[src/tcc_pkg.sv]
// Shared types and constants for the text console cursor control block.
// Used by tcc_cursor_next, tcc_cmd_calc and text_console_cursor_control.
package tcc_pkg;

    localparam logic [7:0] CODE_BACKSPACE = 8'h08;
    localparam logic [7:0] CODE_RETURN    = 8'h0D;
    localparam logic [7:0] CODE_PRINT_MIN = 8'h20;
    localparam logic [7:0] CODE_SPACE     = 8'h20;

    localparam int CFG_IDX_W  = 3;
    localparam int CFG_DATA_W = 16;

    localparam logic [CFG_IDX_W-1:0] CFG_ORIGIN_X     = 3'd0;
    localparam logic [CFG_IDX_W-1:0] CFG_ORIGIN_Y     = 3'd1;
    localparam logic [CFG_IDX_W-1:0] CFG_GLYPH_WIDTH  = 3'd2;
    localparam logic [CFG_IDX_W-1:0] CFG_GLYPH_HEIGHT = 3'd3;
    localparam logic [CFG_IDX_W-1:0] CFG_COLUMNS      = 3'd4;
    localparam logic [CFG_IDX_W-1:0] CFG_ROWS         = 3'd5;
    localparam logic [CFG_IDX_W-1:0] CFG_FORE_COLOR   = 3'd6;
    localparam logic [CFG_IDX_W-1:0] CFG_BACK_COLOR   = 3'd7;

    localparam logic [4:0]  RST_GLYPH_WIDTH  = 5'd11;
    localparam logic [5:0]  RST_GLYPH_HEIGHT = 6'd18;
    localparam logic [7:0]  RST_COLUMNS      = 8'd29;
    localparam logic [7:0]  RST_ROWS         = 8'd13;
    localparam logic [15:0] RST_FORE_COLOR   = 16'hFFFF;
    localparam logic [15:0] RST_BACK_COLOR   = 16'h0000;

    typedef enum logic [1:0] {
        KIND_ERASE = 2'd0,
        KIND_GLYPH = 2'd1,
        KIND_BAR   = 2'd2
    } kind_t;

    typedef struct packed {
        logic [9:0]  origin_x;
        logic [9:0]  origin_y;
        logic [4:0]  glyph_width;
        logic [5:0]  glyph_height;
        logic [7:0]  columns;
        logic [7:0]  rows;
        logic [15:0] fore_color;
        logic [15:0] back_color;
    } cfg_t;

    typedef struct packed {
        logic [7:0] col;
        logic [7:0] row;
    } pos_t;

    typedef struct packed {
        kind_t      step;
        logic       is_bs;
        logic       has_glyph;
        logic [7:0] char_code;
        pos_t       old_pos;
        pos_t       new_pos;
    } job_t;

    typedef struct packed {
        kind_t       kind;
        logic [12:0] pixel_x;
        logic [13:0] pixel_y;
        logic [7:0]  glyph_code;
        logic [15:0] draw_color;
        logic        last_of_run;
    } cmd_t;

endpackage

[src/text_console_cursor_control.sv]
// Each character is held as a job and its commands are output registered.
// A job issues erase, glyph, bar (erase, bar for codes that draw no glyph),
// one per cycle while m_ready holds, set by the sequencer stepping the job.
// Reset (aresetn low, synchronous): cursor to 0/0, registers to defaults,
// no job pending and no command valid.
// Depends on tcc_pkg, tcc_cursor_next, tcc_cmd_calc.
module text_console_cursor_control (
    input  logic                          aclk,
    input  logic                          aresetn,
    input  logic                          cfg_wr_en,
    input  logic [tcc_pkg::CFG_IDX_W-1:0] cfg_index,
    input  logic [tcc_pkg::CFG_DATA_W-1:0] cfg_wdata,
    input  logic                          s_valid,
    output logic                          s_ready,
    input  logic [7:0]                    s_char_code,
    output logic                          m_valid,
    input  logic                          m_ready,
    output logic [1:0]                    m_draw_kind,
    output logic [12:0]                   m_pixel_x,
    output logic [13:0]                   m_pixel_y,
    output logic [7:0]                    m_glyph_code,
    output logic [15:0]                   m_draw_color,
    output logic                          m_last_of_run
);

    tcc_pkg::cfg_t cfg_reg;
    tcc_pkg::pos_t pos_reg;
    tcc_pkg::pos_t pos_next;
    tcc_pkg::job_t job_reg;
    tcc_pkg::cmd_t cmd_next;
    tcc_pkg::cmd_t out_reg;
    logic          job_valid_reg;
    logic          m_valid_reg;
    logic          in_bs;
    logic          in_glyph;
    logic          s_xfer;
    logic          out_load;
    logic          job_done;

    assign out_load = job_valid_reg && (!m_valid_reg || m_ready);
    assign job_done = out_load && (job_reg.step == tcc_pkg::KIND_BAR);
    assign s_ready  = !job_valid_reg || job_done;
    assign s_xfer   = s_valid && s_ready;

    always_ff @(posedge aclk) begin
        if (!aresetn) begin
            cfg_reg.origin_x     <= '0;
            cfg_reg.origin_y     <= '0;
            cfg_reg.glyph_width  <= tcc_pkg::RST_GLYPH_WIDTH;
            cfg_reg.glyph_height <= tcc_pkg::RST_GLYPH_HEIGHT;
            cfg_reg.columns      <= tcc_pkg::RST_COLUMNS;
            cfg_reg.rows         <= tcc_pkg::RST_ROWS;
            cfg_reg.fore_color   <= tcc_pkg::RST_FORE_COLOR;
            cfg_reg.back_color   <= tcc_pkg::RST_BACK_COLOR;
        end else if (cfg_wr_en) begin
            unique case (cfg_index)
                tcc_pkg::CFG_ORIGIN_X:     cfg_reg.origin_x     <= cfg_wdata[9:0];
                tcc_pkg::CFG_ORIGIN_Y:     cfg_reg.origin_y     <= cfg_wdata[9:0];
                tcc_pkg::CFG_GLYPH_WIDTH:  cfg_reg.glyph_width  <= cfg_wdata[4:0];
                tcc_pkg::CFG_GLYPH_HEIGHT: cfg_reg.glyph_height <= cfg_wdata[5:0];
                tcc_pkg::CFG_COLUMNS:      cfg_reg.columns      <= cfg_wdata[7:0];
                tcc_pkg::CFG_ROWS:         cfg_reg.rows         <= cfg_wdata[7:0];
                tcc_pkg::CFG_FORE_COLOR:   cfg_reg.fore_color   <= cfg_wdata;
                tcc_pkg::CFG_BACK_COLOR:   cfg_reg.back_color   <= cfg_wdata;
                default: ;
            endcase
        end
    end

    tcc_cursor_next u_cursor_next (
        .char_code (s_char_code),
        .cur_pos   (pos_reg),
        .columns   (cfg_reg.columns),
        .rows      (cfg_reg.rows),
        .next_pos  (pos_next),
        .is_bs     (in_bs),
        .has_glyph (in_glyph)
    );

    always_ff @(posedge aclk) begin
        if (!aresetn) begin
            pos_reg       <= '0;
            job_valid_reg <= 1'b0;
            job_reg.step  <= tcc_pkg::KIND_ERASE;
        end else if (s_xfer) begin
            pos_reg           <= pos_next;
            job_valid_reg     <= 1'b1;
            job_reg.step      <= tcc_pkg::KIND_ERASE;
            job_reg.is_bs     <= in_bs;
            job_reg.has_glyph <= in_glyph;
            job_reg.char_code <= s_char_code;
            job_reg.old_pos   <= pos_reg;
            job_reg.new_pos   <= pos_next;
        end else if (job_done) begin
            job_valid_reg <= 1'b0;
        end else if (out_load) begin
            job_reg.step <= ((job_reg.step == tcc_pkg::KIND_ERASE) && job_reg.has_glyph)
                          ? tcc_pkg::KIND_GLYPH : tcc_pkg::KIND_BAR;
        end
    end

    tcc_cmd_calc u_cmd_calc (
        .job (job_reg),
        .cfg (cfg_reg),
        .cmd (cmd_next)
    );

    always_ff @(posedge aclk) begin
        if (!aresetn) begin
            m_valid_reg <= 1'b0;
        end else if (out_load) begin
            m_valid_reg <= 1'b1;
        end else if (m_ready) begin
            m_valid_reg <= 1'b0;
        end
    end

    always_ff @(posedge aclk) begin
        if (out_load) begin
            out_reg <= cmd_next;
        end
    end

    assign m_valid       = m_valid_reg;
    assign m_draw_kind   = out_reg.kind;
    assign m_pixel_x     = out_reg.pixel_x;
    assign m_pixel_y     = out_reg.pixel_y;
    assign m_glyph_code  = out_reg.glyph_code;
    assign m_draw_color  = out_reg.draw_color;
    assign m_last_of_run = out_reg.last_of_run;

    a_new_job_starts_with_erase: assert property (@(posedge aclk) disable iff (!aresetn)
        s_xfer |=> job_valid_reg && (job_reg.step == tcc_pkg::KIND_ERASE))
        else $error("new job does not start with erase step");

    a_last_on_bar_only: assert property (@(posedge aclk) disable iff (!aresetn)
        m_valid |-> (m_last_of_run == (m_draw_kind == tcc_pkg::KIND_BAR)))
        else $error("last_of_run not aligned with bar command");

    a_erase_not_repeated: assert property (@(posedge aclk) disable iff (!aresetn)
        (out_load && (job_reg.step == tcc_pkg::KIND_ERASE)) |=>
        (job_reg.step != tcc_pkg::KIND_ERASE))
        else $error("erase command followed by another erase");

    a_no_take_while_busy: assert property (@(posedge aclk) disable iff (!aresetn)
        (job_valid_reg && !job_done) |-> !s_ready)
        else $error("character taken while a job is still pending");

endmodule

[src/tcc_cursor_next.sv]
// Next cursor position for one character code.
// Depends on tcc_pkg.
module tcc_cursor_next (
    input  logic [7:0]    char_code,
    input  tcc_pkg::pos_t cur_pos,
    input  logic [7:0]    columns,
    input  logic [7:0]    rows,
    output tcc_pkg::pos_t next_pos,
    output logic          is_bs,
    output logic          has_glyph
);

    logic       is_ret;
    logic       is_print;
    logic [7:0] col_inc;
    logic [7:0] row_inc;
    logic [7:0] prt_row;

    assign is_bs     = (char_code == tcc_pkg::CODE_BACKSPACE);
    assign is_ret    = (char_code == tcc_pkg::CODE_RETURN);
    assign is_print  = (char_code >= tcc_pkg::CODE_PRINT_MIN);
    assign has_glyph = is_bs || is_print;

    assign col_inc = cur_pos.col + 8'd1;
    assign row_inc = cur_pos.row + 8'd1;

    always_comb begin
        next_pos = cur_pos;
        prt_row  = cur_pos.row;
        if (is_bs) begin
            if (cur_pos.col == 8'd0) begin
                next_pos.col = columns - 8'd2;
                next_pos.row = (cur_pos.row != 8'd0) ? cur_pos.row - 8'd1 : rows - 8'd1;
            end else begin
                next_pos.col = cur_pos.col - 8'd1;
            end
        end else if (is_ret) begin
            next_pos.col = 8'd0;
            next_pos.row = (({1'b0, cur_pos.row} + 9'd1) == {1'b0, rows}) ? 8'd0 : row_inc;
        end else if (is_print) begin
            // wrap one cell early: compare column+1 after the step
            if (({1'b0, col_inc} + 9'd1) == {1'b0, columns}) begin
                next_pos.col = 8'd0;
                prt_row      = row_inc;
            end else begin
                next_pos.col = col_inc;
            end
            next_pos.row = (prt_row == rows) ? 8'd0 : prt_row;
        end
    end

endmodule

[src/tcc_cmd_calc.sv]
// Builds one draw command (kind, pixel place, code, color) for the current step.
// Depends on tcc_pkg.
module tcc_cmd_calc (
    input  tcc_pkg::job_t job,
    input  tcc_pkg::cfg_t cfg,
    output tcc_pkg::cmd_t cmd
);

    logic       use_old;
    logic [7:0] col;
    logic [7:0] row;
    logic [12:0] prod_x;
    logic [13:0] prod_y;

    assign use_old = (job.step == tcc_pkg::KIND_ERASE)
                  || ((job.step == tcc_pkg::KIND_GLYPH) && !job.is_bs);
    assign col = use_old ? job.old_pos.col : job.new_pos.col;
    assign row = use_old ? job.old_pos.row : job.new_pos.row;

    assign prod_x = 13'(col * cfg.glyph_width);
    assign prod_y = 14'(row * cfg.glyph_height);

    always_comb begin
        cmd.kind        = job.step;
        cmd.last_of_run = (job.step == tcc_pkg::KIND_BAR);
        case (job.step)
            tcc_pkg::KIND_GLYPH: begin
                cmd.pixel_x    = prod_x + 13'(cfg.origin_x);
                cmd.pixel_y    = prod_y + 14'(cfg.origin_y);
                cmd.glyph_code = job.is_bs ? tcc_pkg::CODE_SPACE : job.char_code;
                cmd.draw_color = cfg.fore_color;
            end
            tcc_pkg::KIND_ERASE: begin
                cmd.pixel_x    = prod_x;
                cmd.pixel_y    = prod_y + 14'(cfg.glyph_height);
                cmd.glyph_code = 8'd0;
                cmd.draw_color = cfg.back_color;
            end
            default: begin
                cmd.pixel_x    = prod_x;
                cmd.pixel_y    = prod_y + 14'(cfg.glyph_height);
                cmd.glyph_code = 8'd0;
                cmd.draw_color = cfg.fore_color;
            end
        endcase
    end

endmodule

[config.mk]
export PLATFORM = sky130hd
export DESIGN_NAME = text_console_cursor_control
export DESIGN_NICKNAME = d
export VERILOG_FILES = /design/src/tcc_pkg.sv /design/src/text_console_cursor_control.sv /design/src/tcc_cursor_next.sv /design/src/tcc_cmd_calc.sv
export SDC_FILE = /design/constraint.sdc
export NUM_CORES = 1
export LEC_CHECK = 0
export ABC_AREA = 1
export BUFFER_PORTS_ARGS = -buffer_cell sky130_fd_sc_hd__buf_2
export CAP_MARGIN = 20
export CORE_ASPECT_RATIO = 1.75
export CORE_MARGIN = 1.5
export CORE_UTILIZATION = 60
export CTS_BUF_LIST = sky130_fd_sc_hd__clkbuf_16
export DETAILED_ROUTE_END_ITERATION = 7
export GPL_ROUTABILITY_DRIVEN = 1
export GPL_TIMING_DRIVEN = 0
export PLACE_DENSITY = 0.89
export REMOVE_ABC_BUFFERS = 1
export SLEW_MARGIN = 20
export SYNTH_ARGS = -nofsm -noshare
export SYNTH_HDL_FRONTEND = slang
export SYNTH_SLANG_ARGS = --single-unit
export TNS_END_PERCENT = 20
[constraint.sdc]
create_clock -name aclk -period 7.35 [get_ports aclk]
set_clock_uncertainty 0.2 [all_clocks]
set_input_delay 1.1025 -clock aclk [delete_from_list [all_inputs] [get_ports aclk]]
set_output_delay 1.1025 -clock aclk [all_outputs]
set_load 0.02 [all_outputs]
Word-level counts from Yosys, hierarchy flattened
Index checks and enable logic that the tools add are counted.
{"block": "classes", "add_sub_neg": 11, "n_mul": 2, "n_div": 0, "order_cmp": 1, "n_eq_ne": 14, "shift": 0, "mux": 22, "bitwise": 2, "reduce_logical": 29}
{"op": "two-way mux 8 bit", "count": 13}
{"op": "one-hot mux 51 bit (2 select lines)", "count": 1}
{"op": "two-way mux 16 bit", "count": 3}
{"op": "subtractor 8 x 1 -> 8 bit, second input constant", "count": 3}
{"op": "AND reduction 2 bit", "count": 10}
{"op": "adder 8 x 1 -> 9 bit, second input constant", "count": 2}
{"op": "equality test 9 x 8 -> 1 bit", "count": 2}
{"op": "adder 8 x 1 -> 8 bit, second input constant", "count": 2}
{"op": "equality test 8 x 4 -> 1 bit, second input constant", "count": 2}
{"op": "adder 14 x 10 -> 14 bit", "count": 1}
{"op": "adder 14 x 6 -> 14 bit", "count": 1}
{"op": "multiplier 8 x 6 -> 14 bit", "count": 1}
{"op": "adder 13 x 10 -> 13 bit", "count": 1}
{"op": "multiplier 8 x 5 -> 13 bit", "count": 1}
{"op": "equality test 3 bit, second input constant", "count": 4}
{"op": "equality test 8 bit", "count": 1}
{"op": ">= comparator 8 x 6 -> 1 bit, second input constant", "count": 1}
{"op": "zero test 8 bit", "count": 1}
{"op": "nonzero test 8 bit", "count": 1}
{"op": "subtractor 8 x 2 -> 8 bit, second input constant", "count": 1}
{"op": "equality test 3 x 2 -> 1 bit, second input constant", "count": 2}
{"op": "logical AND 1 bit", "count": 5}
{"op": "logical OR 1 bit", "count": 4}
{"op": "two-way mux 1 bit", "count": 4}
{"op": "other kinds (10)", "count": 14}
{"block": "word_totals", "register_bits": 195, "latchBits": 0, "mem_bits_rw": 0, "romBits": 0, "out_inout_bits": 56, "elab_cells": 107, "memories": 0}

Logic depth before layout (Yosys ltp)
{"block": "depth", "ltp_word": 12, "depth_mapped": 28, "mapped_depth_nobuf": 28}

By module
From an unflattened synthesis, not the netlist that was laid out.
{"block": "unflattened", "hier_cells": 1792, "hier_area_um2": 13671.9}
{"mod": "text_console_cursor_control", "n_inst": 1, "cells_per_inst": 553, "area_each_um2": 6433.7, "seq_area_each_um2": 4864.7}
{"mod": "tcc_cmd_calc", "n_inst": 1, "cells_per_inst": 785, "area_each_um2": 4951.0, "seq_area_each_um2": 0.0}
{"mod": "tcc_cursor_next", "n_inst": 1, "cells_per_inst": 454, "area_each_um2": 2287.2, "seq_area_each_um2": 0.0}

Least setup slack after synthesis
OpenSTA, ideal clock, no wires.
{"block": "synth_path", "path_kind": "reg2reg", "startpoint": "register job_reg[41] (netlist bit)", "endpoint": "register out_reg, in the netlist m_pixel_x[11] (data pin)", "arrival_ps": 5239, "required_time_ps": 6896, "slack_ps": 1657, "path_stages_with_launch": 26, "path_cell_list": "edfxtp_1 inv_1 o21ai_1 clkbuf_1 mux2i_1 nor2_1 fa_1 fa_1 inv_1 fa_1 inv_1 ha_1 nand2_1 o21ai_0 a21oi_1 o21bai_1 xor2_1 inv_1 ha_1 a21oi_1 o21ai_0 nand2_1 inv_1 o21ai_0 xnor2_1 inv_1"}
{"item": "start, declared", "line_no": "text_console_cursor_control.sv:29", "rtl": "tcc_pkg::job_t job_reg;"}
{"item": "end signal, assigned", "line_no": "text_console_cursor_control.sv:120", "rtl": "out_reg <= cmd_next;"}
{"item": "end, declared", "line_no": "text_console_cursor_control.sv:31", "rtl": "tcc_pkg::cmd_t out_reg;"}

==> impl_metrics.json <==
{
  "outcome": "finished clean",
  "crit_chain": "inv_1 -> o21ai_4 -> inv_1 -> o21ai_0 -> inv_1 -> nand2_1 -> fa_1 -> fa_1 -> fa_1 -> inv_1 -> ha_1 -> a21oi_1 -> xnor2_1 -> inv_1 -> nor2_1 -> nand3_1 -> o21ai_0 -> nand4_1 -> nor2_1 -> nand2_1 -> nand2_1 -> nand2_1 -> xor2_1",
  "crit_buf_inv": 5,
  "drtPass1Iterations": 6,
  "routabilityCongestion": 0.978,
  "cp-end-kind": "flop",
  "tns_ns": 0,
  "ctsRootBufferMaster": "clkbuf_16",
  "die_x_um": 114,
  "ys_ff_latch": 195,
  "utilization": 0.675,
  "ys_seq_area_frac": 0.379,
  "hold_viol": 0,
  "die_y_um": 197,
  "p_per_area_nw_per_um2": 215,
  "relSlewSlack": 0.307,
  "nets": 1896,
  "dr.first_iter.drc_count": 824,
  "leakage_uw": 0.00672,
  "dp_slack_ns": 0.410,
  "fin_crit_sh": 0.918,
  "path_common_cell": "inv_1",
  "finalSetupViolCount": 0,
  "async_flop_share": 0,
  "ctsHoldBuffers": 0,
  "synth_edf_count": 96,
  "cts.path.max_buffers": 2,
  "wire_per_inst_um": 16.8,
  "crit_family": "adder cells",
  "h-tree-depth": 4,
  "io_buffers": 87,
  "max_freq_ghz": 0.148,
  "cts_tree": "built",
  "drt_wl_total_um": 33800,
  "final_layout_size_suffix_gt1_frac": 0.0981,
  "clk_latency_ns": 0.45,
  "core_area_sq_um": 20900,
  "peakVddDrop_mv": 0.161,
  "maxCapViolations": 0,
  "slew_viol_final": 0,
  "grt_use_total": 0.311,
  "crit_arrival_ns": 6.75,
  "numCtsBuffers": 17,
  "hold_path.class": "flop to flop",
  "area_delta_synth_final_pct": 9.94,
  "antenna_cells": 0,
  "vias": 11381,
  "drc": 0,
  "design.die.area_sq_um": 22300,
  "final_cell_mix": "370 x nand2_1, 245 x nor2_1, 227 x inv_1, 133 x o21ai_0, 99 x dfxtp_1",
  "setup_slack_ns": 0.601,
  "final_cells": 2006,
  "clkTransAtPathRegs_ns": 0.07,
  "io_pins": 88,
  "dp_cells": 1974,
  "tightest_slew_ns": 1.03,
  "power_uw": 3040,
  "synth.cell_area_sq_um": 12800,
  "period_needed_ns": 6.75,
  "worstPathRequired_ns": 7.35,
  "grt_overflow": 0,
  "antenna_found_initial": 0,
  "largest_reg_flops": 79,
  "vias_per_cell": 5.67,
  "cts_sinks": 195,
  "ys.flop_type": "dfxtp_1",
  "yosys_warnings": 0,
  "rsz0062_at_grt": "no",
  "start_util": 0.614,
  "cp-start-kind": "flop",
  "layout_commonest_cell": "nand2_1",
  "netlist_instances": 1668,
  "dp_hpwl_um": 25300,
  "grt_pass1_vias": 11292,
  "grt_max_degree": 81,
  "syn_avg_cell_area_sq_um": 7.70,
  "ys_types": 44,
  "ant_nets": 0,
  "cpMaxStageDelayCell": "o21ai_0",
  "critPathMaxFanout": 17,
  "rows": 70,
  "setup.worst_path.class": "flop to flop",
  "grt_first_pass_wirelength_um": 53800,
  "cp_slowest_stage_delay_ns": 0.67
}
[power by group]
part           internal (uW)  total, uW  switching (uW)  leakage [uW]
logic                    306        875             569       0.00471
registers               1230       1260            28.2       0.00172
clock network            463        906             442      0.000285
total                   2000       3040            1040       0.00672
[routing by layer]
layer / track usage / vias up / share of wire
met1: 0.319 / 5211 / 0.35
li1: - / 5541 / -
met3: 0.0467 / 133 / 0.056
met4: 0.222 / 0 / 0.068
met2: 0.566 / 496 / 0.52
met5: 0 / - / 0
[tightest hold or removal path, cell delays in order (launching register included)]
cell,delay [ns]
dfxtp_1,0.33
nand2_1,0.05
nand3_1,0.05
[through the flow]
stage,cell area (sq um),hold slack (ns)
floorplan,12700,0.229
global placement,13400,0.238
detailed placement,13500,0.243
CTS,14100,0.261
global route,14100,0.289
finish,14100,0.260
[synthesized netlist by cell type, types with 7 or more instances]
library cell / n / area share
nand4_1: 11 / 0.0054
nand2_2: 8 / 0.0039
o211ai_1: 11 / 0.0064
o31ai_1: 12 / 0.0070
nand2_1: 370 / 0.11
mux2i_1: 7 / 0.0055
a21oi_1: 85 / 0.033
xor2_1: 34 / 0.023
xnor2_1: 11 / 0.0075
dfxtp_1: 99 / 0.15
nor3_1: 8 / 0.0031
fa_1: 46 / 0.072
edfxtp_1: 96 / 0.22
o22ai_1: 7 / 0.0034
or2_2: 17 / 0.0083
inv_1: 228 / 0.067
clkbuf_1: 32 / 0.0094
ha_1: 77 / 0.075
o21ai_0: 134 / 0.052
nand3_1: 68 / 0.026
nor2_1: 250 / 0.073
[path summary, 6_finish.rpt]
check,from,end,slack [ns],cells after the start
max,job_reg[42],m_pixel_y[13],0.60,23
min,cfg_reg[24],cfg_reg[24],0.26,2
max reg2reg,job_reg[42],m_pixel_y[13],0.60,23
min reg2reg,cfg_reg[24],cfg_reg[24],0.26,2
[what timing repair did]
action,4_1_cts,5_1_grt
setup endpoints to repair,0,5
buffers inserted,0,0
gates resized for setup,0,2
[kinds of logic (layout without fill, tap and decap cells)]
kind of cell / count (synthesis) / count (layout) / synth area share
AOI/OAI and AO/OA: 277 / 277 / 0.119
adders and majority gates: 123 / 123 / 0.147
muxes: 7 / 7 / 0.00546
and+or+nand+nor: 745 / 745 / 0.237
xor gates and xnor gates: 45 / 45 / 0.0307
DFF: 195 / 195 / 0.379
buffers and inverters: 276 / 362 / 0.0825
[final cells by class]
type,instances,area [sq um]
Inverter,235,882
Fill cell,1654,6810
Timing Repair Buffer,95,542
Tap cell,252,315
Sequential cell,195,4860
Clock inverter,14,113
Multi-Input combinational cell,1197,6950
Clock buffer,18,450
No activity file was read; power rests on OpenSTA's default activity.
